### src/tea_pkg.sv
// ----------------------------------------------------------------------------
// tea_pkg
// Shared types, constants and the round mixing function for the TEA datapath.
// ----------------------------------------------------------------------------
package tea_pkg;

  localparam int unsigned WORD_W  = 32;
  localparam int unsigned KEY_CNT = 4;
  localparam int unsigned CFG_IDX_W = 2;

  localparam logic [WORD_W-1:0] TEA_DELTA = 32'h9e37_79b9;

  // register indexes of the configuration port
  localparam logic [CFG_IDX_W-1:0] CFG_KEY0 = 2'd0;
  localparam logic [CFG_IDX_W-1:0] CFG_KEY1 = 2'd1;
  localparam logic [CFG_IDX_W-1:0] CFG_KEY2 = 2'd2;
  localparam logic [CFG_IDX_W-1:0] CFG_KEY3 = 2'd3;

  typedef logic [WORD_W-1:0] word_t;
  typedef word_t [KEY_CNT-1:0] key_t;

  // block in flight between two cells
  typedef struct packed {
    logic  mode;
    word_t y;
    word_t z;
  } tea_beat_t;

  function automatic word_t tea_mix(input word_t v, input word_t s,
                                    input word_t a, input word_t b);
    word_t left;
    word_t mid;
    word_t right;
    left  = (v << 4) + a;
    mid   = v + s;
    right = (v >> 5) + b;
    return left ^ mid ^ right;
  endfunction

endpackage

### src/tea_cell.sv
// ----------------------------------------------------------------------------
// tea_cell
// One half-round of TEA with its own stage register. Direction of the
// update (add for encrypt, subtract for decrypt) follows the beat's mode.
// ----------------------------------------------------------------------------
module tea_cell
  import tea_pkg::*;
#(
  parameter logic [31:0] ENC_SUM = 32'h0,
  parameter logic [31:0] DEC_SUM = 32'h0,
  parameter bit          HALF    = 1'b0
) (
  input  logic      clk,
  input  logic      rst,
  input  key_t      keys,
  input  logic      prev_valid,
  output logic      prev_ready,
  input  tea_beat_t prev_beat,
  output logic      valid,
  input  logic      next_ready,
  output tea_beat_t beat
);

  logic      upd_y;
  word_t     sum;
  word_t     src;
  word_t     tgt;
  word_t     key_a;
  word_t     key_b;
  word_t     f;
  word_t     tgt_next;
  tea_beat_t beat_next;

  // encrypt first half and decrypt second half both update y from z
  assign upd_y = (prev_beat.mode == HALF);
  assign sum   = prev_beat.mode ? DEC_SUM : ENC_SUM;
  assign src   = upd_y ? prev_beat.z : prev_beat.y;
  assign tgt   = upd_y ? prev_beat.y : prev_beat.z;
  assign key_a = upd_y ? keys[0] : keys[2];
  assign key_b = upd_y ? keys[1] : keys[3];
  assign f     = tea_mix(src, sum, key_a, key_b);
  assign tgt_next = prev_beat.mode ? (tgt - f) : (tgt + f);

  always_comb begin
    beat_next = prev_beat;
    if (upd_y) begin
      beat_next.y = tgt_next;
    end else begin
      beat_next.z = tgt_next;
    end
  end

  assign prev_ready = !valid || next_ready;

  always_ff @(posedge clk) begin
    if (rst) begin
      valid <= 1'b0;
    end else if (prev_ready) begin
      valid <= prev_valid;
    end
  end

  always_ff @(posedge clk) begin
    if (prev_ready && prev_valid) begin
      beat <= beat_next;
    end
  end

endmodule

### config.mk
export PLATFORM = sky130hd
export DESIGN_NAME = tea_cell
export DESIGN_NICKNAME = d
export VERILOG_FILES = /design/src/tea_pkg.sv /design/src/tea_cell.sv
export SDC_FILE = /design/constraint.sdc
export NUM_CORES = 1
export LEC_CHECK = 0
export ABC_CLOCK_PERIOD_IN_PS = 11100
export BUFFER_PORTS_ARGS = -buffer_cell sky130_fd_sc_hd__buf_2
export CELL_PAD_IN_SITES_DETAIL_PLACEMENT = 0
export CELL_PAD_IN_SITES_GLOBAL_PLACEMENT = 1
export CORE_UTILIZATION = 41
export CTS_CLUSTER_SIZE = 10
export DETAILED_ROUTE_END_ITERATION = 16
export GPL_TIMING_DRIVEN = 0
export HOLD_SLACK_MARGIN = 0.06
export PLACE_DENSITY = 0.8
export SYNTH_ARGS = -nofsm -noshare
export SYNTH_HDL_FRONTEND = slang
export SYNTH_SLANG_ARGS = --single-unit
### constraint.sdc
create_clock -name clk -period 11.1 [get_ports clk]
set_clock_uncertainty 0.15 [all_clocks]
set_input_delay 2.22 -clock clk [delete_from_list [all_inputs] [get_ports clk]]
set_output_delay 2.22 -clock clk [all_outputs]
set_load 0.05 [all_outputs]
### Word level (Yosys, flattened, before mapping)

Cells that the tools add are included.
Widths: inputs -> output; s select.

* multiplexer cells: 7
* add/subtract/negate cells: 4
* bitwise operators: 2
* reductions and logical operators: 3

Operator list (count)
* $mux 32: 7
* $add 32x32->32: 2
* $xor 32x32->32: 2
* $add 27x32->32: 1
* $sub 32x32->32: 1
* $logic_and 1x1->1: 1
* $logic_not 1->1: 1
* $logic_or 1x1->1: 1

* output and inout port bits: 67
* bits of input ports: 197
* register bits: 66
* word-level logic and storage cells: 20

### Logic depth before layout (Yosys ltp)

* word-level depth: 7
* depth in mapped cells: 34
* gate-level depth less buffers: 26

### Worst setup path after synthesis

OpenSTA, ideal clock, no wires.

* path kind: input to register
* start point: input port prev_beat[64] (netlist bit)
* end point: register beat[62] (netlist bit) (data pin)
* required time: 10.683 ns
* buffers on the path: 7
* setup time: 0.267 ns
* stages on the path: 32
* slack: 1.727 ns
* data arrival time: 8.957 ns
* cell sequence: buf_6 -> buf_6 -> buf_6 -> buf_6 -> buf_2 -> clkbuf_1 -> clkbuf_1 -> mux2_2 -> ha_1 -> fa_1 -> a211oi_1 -> o21ai_2 -> a21boi_1 -> a21boi_1 -> xnor2_2 -> nand4bb_1 -> or2_1 -> nor4b_4 -> a31oi_1 -> xnor2_1 -> ha_1 -> a21o_1 -> a21o_1 -> a21o_1 -> a21o_1 -> a21o_1 -> a31oi_1 -> o31ai_1 -> or4_1 -> a31oi_1 -> xor2_1 -> o21ai_0

RTL lines
* from (decl): line tea_cell.sv:18 `input tea_beat_t prev_beat,`
* to (signal assigned): line tea_cell.sv:65 `beat <= beat_next;`
* to (decl): line tea_cell.sv:21 `output tea_beat_t beat`

==> qor.csv <==
metric,value,unit
Total GRT Usage,26.1,%
"slowest stage delay, CP",0.67,ns
main combinational cell family by area after synthesis,compound AO/OA/AOI/OAI gates,
"count leader, synth",xnor2_1,
core area,23500,um2
worst-case clock buffer depth,2,
Compound-Gate Fraction of Synth Area,22.3,%
placed cells,1722,
final non-filler cell total,1737,
"CTS clk-pin slew, worst paths",0.06,ns
Hold/Removal Path Class,register to register,
crit-path most repeated cell,a21o_1,
Initial Util,42.0,%
Crit path depth,31,
fraction of registers with async set/reset,0,%
port bufs,263,
Crit path max-delay family,compound AO/OA/AOI/OAI gates,
crit path kind,input pin to register,
Critical Path RT,11.02,ns
share of post-route cells with drive strength above 1,29.3,%
Synth Flop Type,edfxtp_1,
Netlist cell types,87,
worst skew pair latency,0.33,ns
switching fraction of total power,51.5,%
"Slew Viols, Final",0,
# IOs,264,
vias in the first global route,8842,
largest net degree at the start of global routing,37,
RSZ-0062 raised after global routing,no,
hold buffer count at cts,0,
via density per instance,5.58,
Tot Pwr,2.75,mW
mux cell area share after synthesis,11.9,%
Worst Path Arrival,10.40,ns
CP Buf/Inv Count,7,
Crit-path slowest cell,clkbuf_1,
# diodes,0,
Post-synth top cells,"122 x xnor2_1, 99 x nand2_1, 94 x o21ai_0",
leading post-synthesis cells by cell area,"edfxtp_1 20%, ha_1 11%, xnor2_1 11%, mux2_2 10%, o21ai_0 4.8%",
"Avg Cell Area, Syn",8.67,um2
startpoint types,input pin,
Avg WL per Cell,19.0,um
DRT antenna net count,0,
Layout area overhead,20.5,%
Final Setup Violations,0,
syn nets,1425,
"IR drop worst, VDD",0.112,mV
P_leak,5.25,nW
Synth Area in XOR/XNOR,16.5,%
initial antenna violation count,0,
WL final,32900,um
# nets final,1699,
post-synthesis adder-cell area fraction,11.5,%
final critical-path required period,10.49,ns
"EDFF count, synth",65,
Synth Area in Simple Gates,14.5,%
"Cell Area, Synth",9880,um2
Final Hold Fails,0,
clock sink count,66,
Clock H-tree levels,3,
top cell type's share of synthesized area,19.8,%
Die Y,157,um
Combinational Power Share,74.3,%
final worst-path cycle share,94.5,%
critical path peak fanout,19,
Cells after Synth,1139,
hpwl dp,27800,um
Placer Congestion,0.938,
clock power share,10.1,%
PnR worst setup slack,0.611,ns
Synth area leader,edfxtp_1,
die area,24700,um2
Net Switching,1.42,mW
Setup crit end kind,register,
Worst Reg2Reg Path Length in Cells,3,
status,completed,
DR pass1 iterations,5,
die width,157,um
Worst Max-Slew Pin Slew,1.03,ns
"Seq/Total Area, Yosys",20.0,%
yosys warns,0,
Seq cells post-synth,66,
DRC,0,
Power per Cell Area,231,nW/um2
Congestion Overflow GR,0,
Post-Place Worst Slack,-0.247,ns
cts bufs inserted,9,
MaxCap Viol Count,0,
DR iter-0 viols,735,
hold-critical path depth,2,
worst-case hold slack,0.383,ns
first-pass GRT wire length,48700,um
FMAX,95.3,MHz
Vias,9686,
P_int,1.34,mW
Worst slew margin,30.4,%
FP Rows,56,
TritonCTS clock tree,yes,
CTS Root Cell,clkbuf_16,
power share of the sequential group,15.5,%
registers in the layout, indices dropped and copies added, names as in the netlist:
| register | count |
|---|---|
| valid | 1 |
| beat | 65 |
layout make-up:
cell class | count | area, um2
clock inverter | 6 | 57.6
fill | 2344 | 11600
inverter | 33 | 124
tap | 319 | 399
sequential | 66 | 1970
clock buffer | 10 | 229
buffer | 43 | 208
multi-input combinational | 996 | 7580
timing repair buffer | 264 | 1340
placed cells by master (no fill, tap or decap), types with 9 or more instances in the layout:
| cell type | synthesis | layout |
|---|---|---|
| a211oi_1 | 13 | 13 |
| a21o_1 | 44 | 44 |
| a21oi_1 | 81 | 81 |
| a31oi_1 | 17 | 17 |
| and2_1 | 11 | 10 |
| buf_2 | 6 | 269 |
| clkbuf_1 | 30 | 26 |
| clkbuf_16 | 0 | 9 |
| edfxtp_1 | 65 | 65 |
| ha_1 | 86 | 86 |
| inv_1 | 32 | 32 |
| mux2_2 | 90 | 90 |
| mux2i_1 | 12 | 12 |
| nand2_1 | 99 | 99 |
| nand2b_1 | 13 | 13 |
| nand3_1 | 24 | 24 |
| nor2_1 | 66 | 66 |
| nor2b_1 | 13 | 13 |
| nor3_1 | 15 | 15 |
| o211ai_1 | 17 | 17 |
| o21ai_0 | 94 | 94 |
| o21bai_1 | 11 | 11 |
| xnor2_1 | 122 | 122 |
| xor2_1 | 43 | 43 |
stage by stage:
stage	TNS [ns]	instance area, um2	util, %
floorplan	0	9880	-
global placement	-0.727	11600	49.3
detailed placement	-0.698	11600	49.3
CTS	0	11900	50.6
global route	0	11900	50.6
finish	0	11900	50.6
power by group through the flow:
stage | registers [mW] | logic (mW) | clock network, mW
6_report | 0.428 | 2.05 | 0.279
5_1_grt | 0.436 | 2.21 | 0.289
4_1_cts | 0.429 | 2.02 | 0.278
3_5_place_dp | 0.434 | 2.02 | 0
3_3_place_gp | 0.433 | 2.00 | 0
2_1_floorplan | 0.731 | 1.27 | 0
routing by layer:
| metal | share of wire [%] | routed length (um) | global-route usage, % | vias up |
|---|---|---|---|---|
| met4 | 2.0 | 644 | 7.07 | 0 |
| li1 | - | - | - | 4763 |
| met5 | 0 | 0 | 0 | - |
| met2 | 45 | 14700 | 42.1 | 334 |
| met3 | 4.6 | 1530 | 1.46 | 40 |
| met1 | 49 | 16000 | 37.6 | 4549 |
repair_timing:
item / in CTS / in global routing
setup buffers: 0 / 0
setup endpoints to repair: 0 / 13
gates resized for setup: 0 / 8
worst paths after layout:
kind	from	to	slack, ns
hold / removal	valid$_SDFFE_PP0N_	valid$_SDFFE_PP0N_	0.38
setup reg to reg	valid$_SDFFE_PP0N_	beat[64]$_DFFE_PP_	9.28
setup / recovery	prev_beat[64]	beat[62]$_DFFE_PP_	0.61
hold reg to reg	valid$_SDFFE_PP0N_	valid$_SDFFE_PP0N_	0.38
worst register-to-register path: cells and delay by family, from the launching register on:
| kind | cells | cell delay [ns] |
|---|---|---|
| AND/OR/NAND/NOR | 2 | 0.73 |
| buffers and inverters | 1 | 0.31 |
| flip-flops | 1 | 0.31 |
logic make-up after synthesis:
group,count (synthesis)
AO/OA/AOI/OAI,341
XOR/XNOR,174
AND/OR/NAND/NOR,288
buffers and inverters,77
flip-flops,66
adder cells (fa/ha/maj),89
multiplexers,104
(Power assumes the default switching activity.)
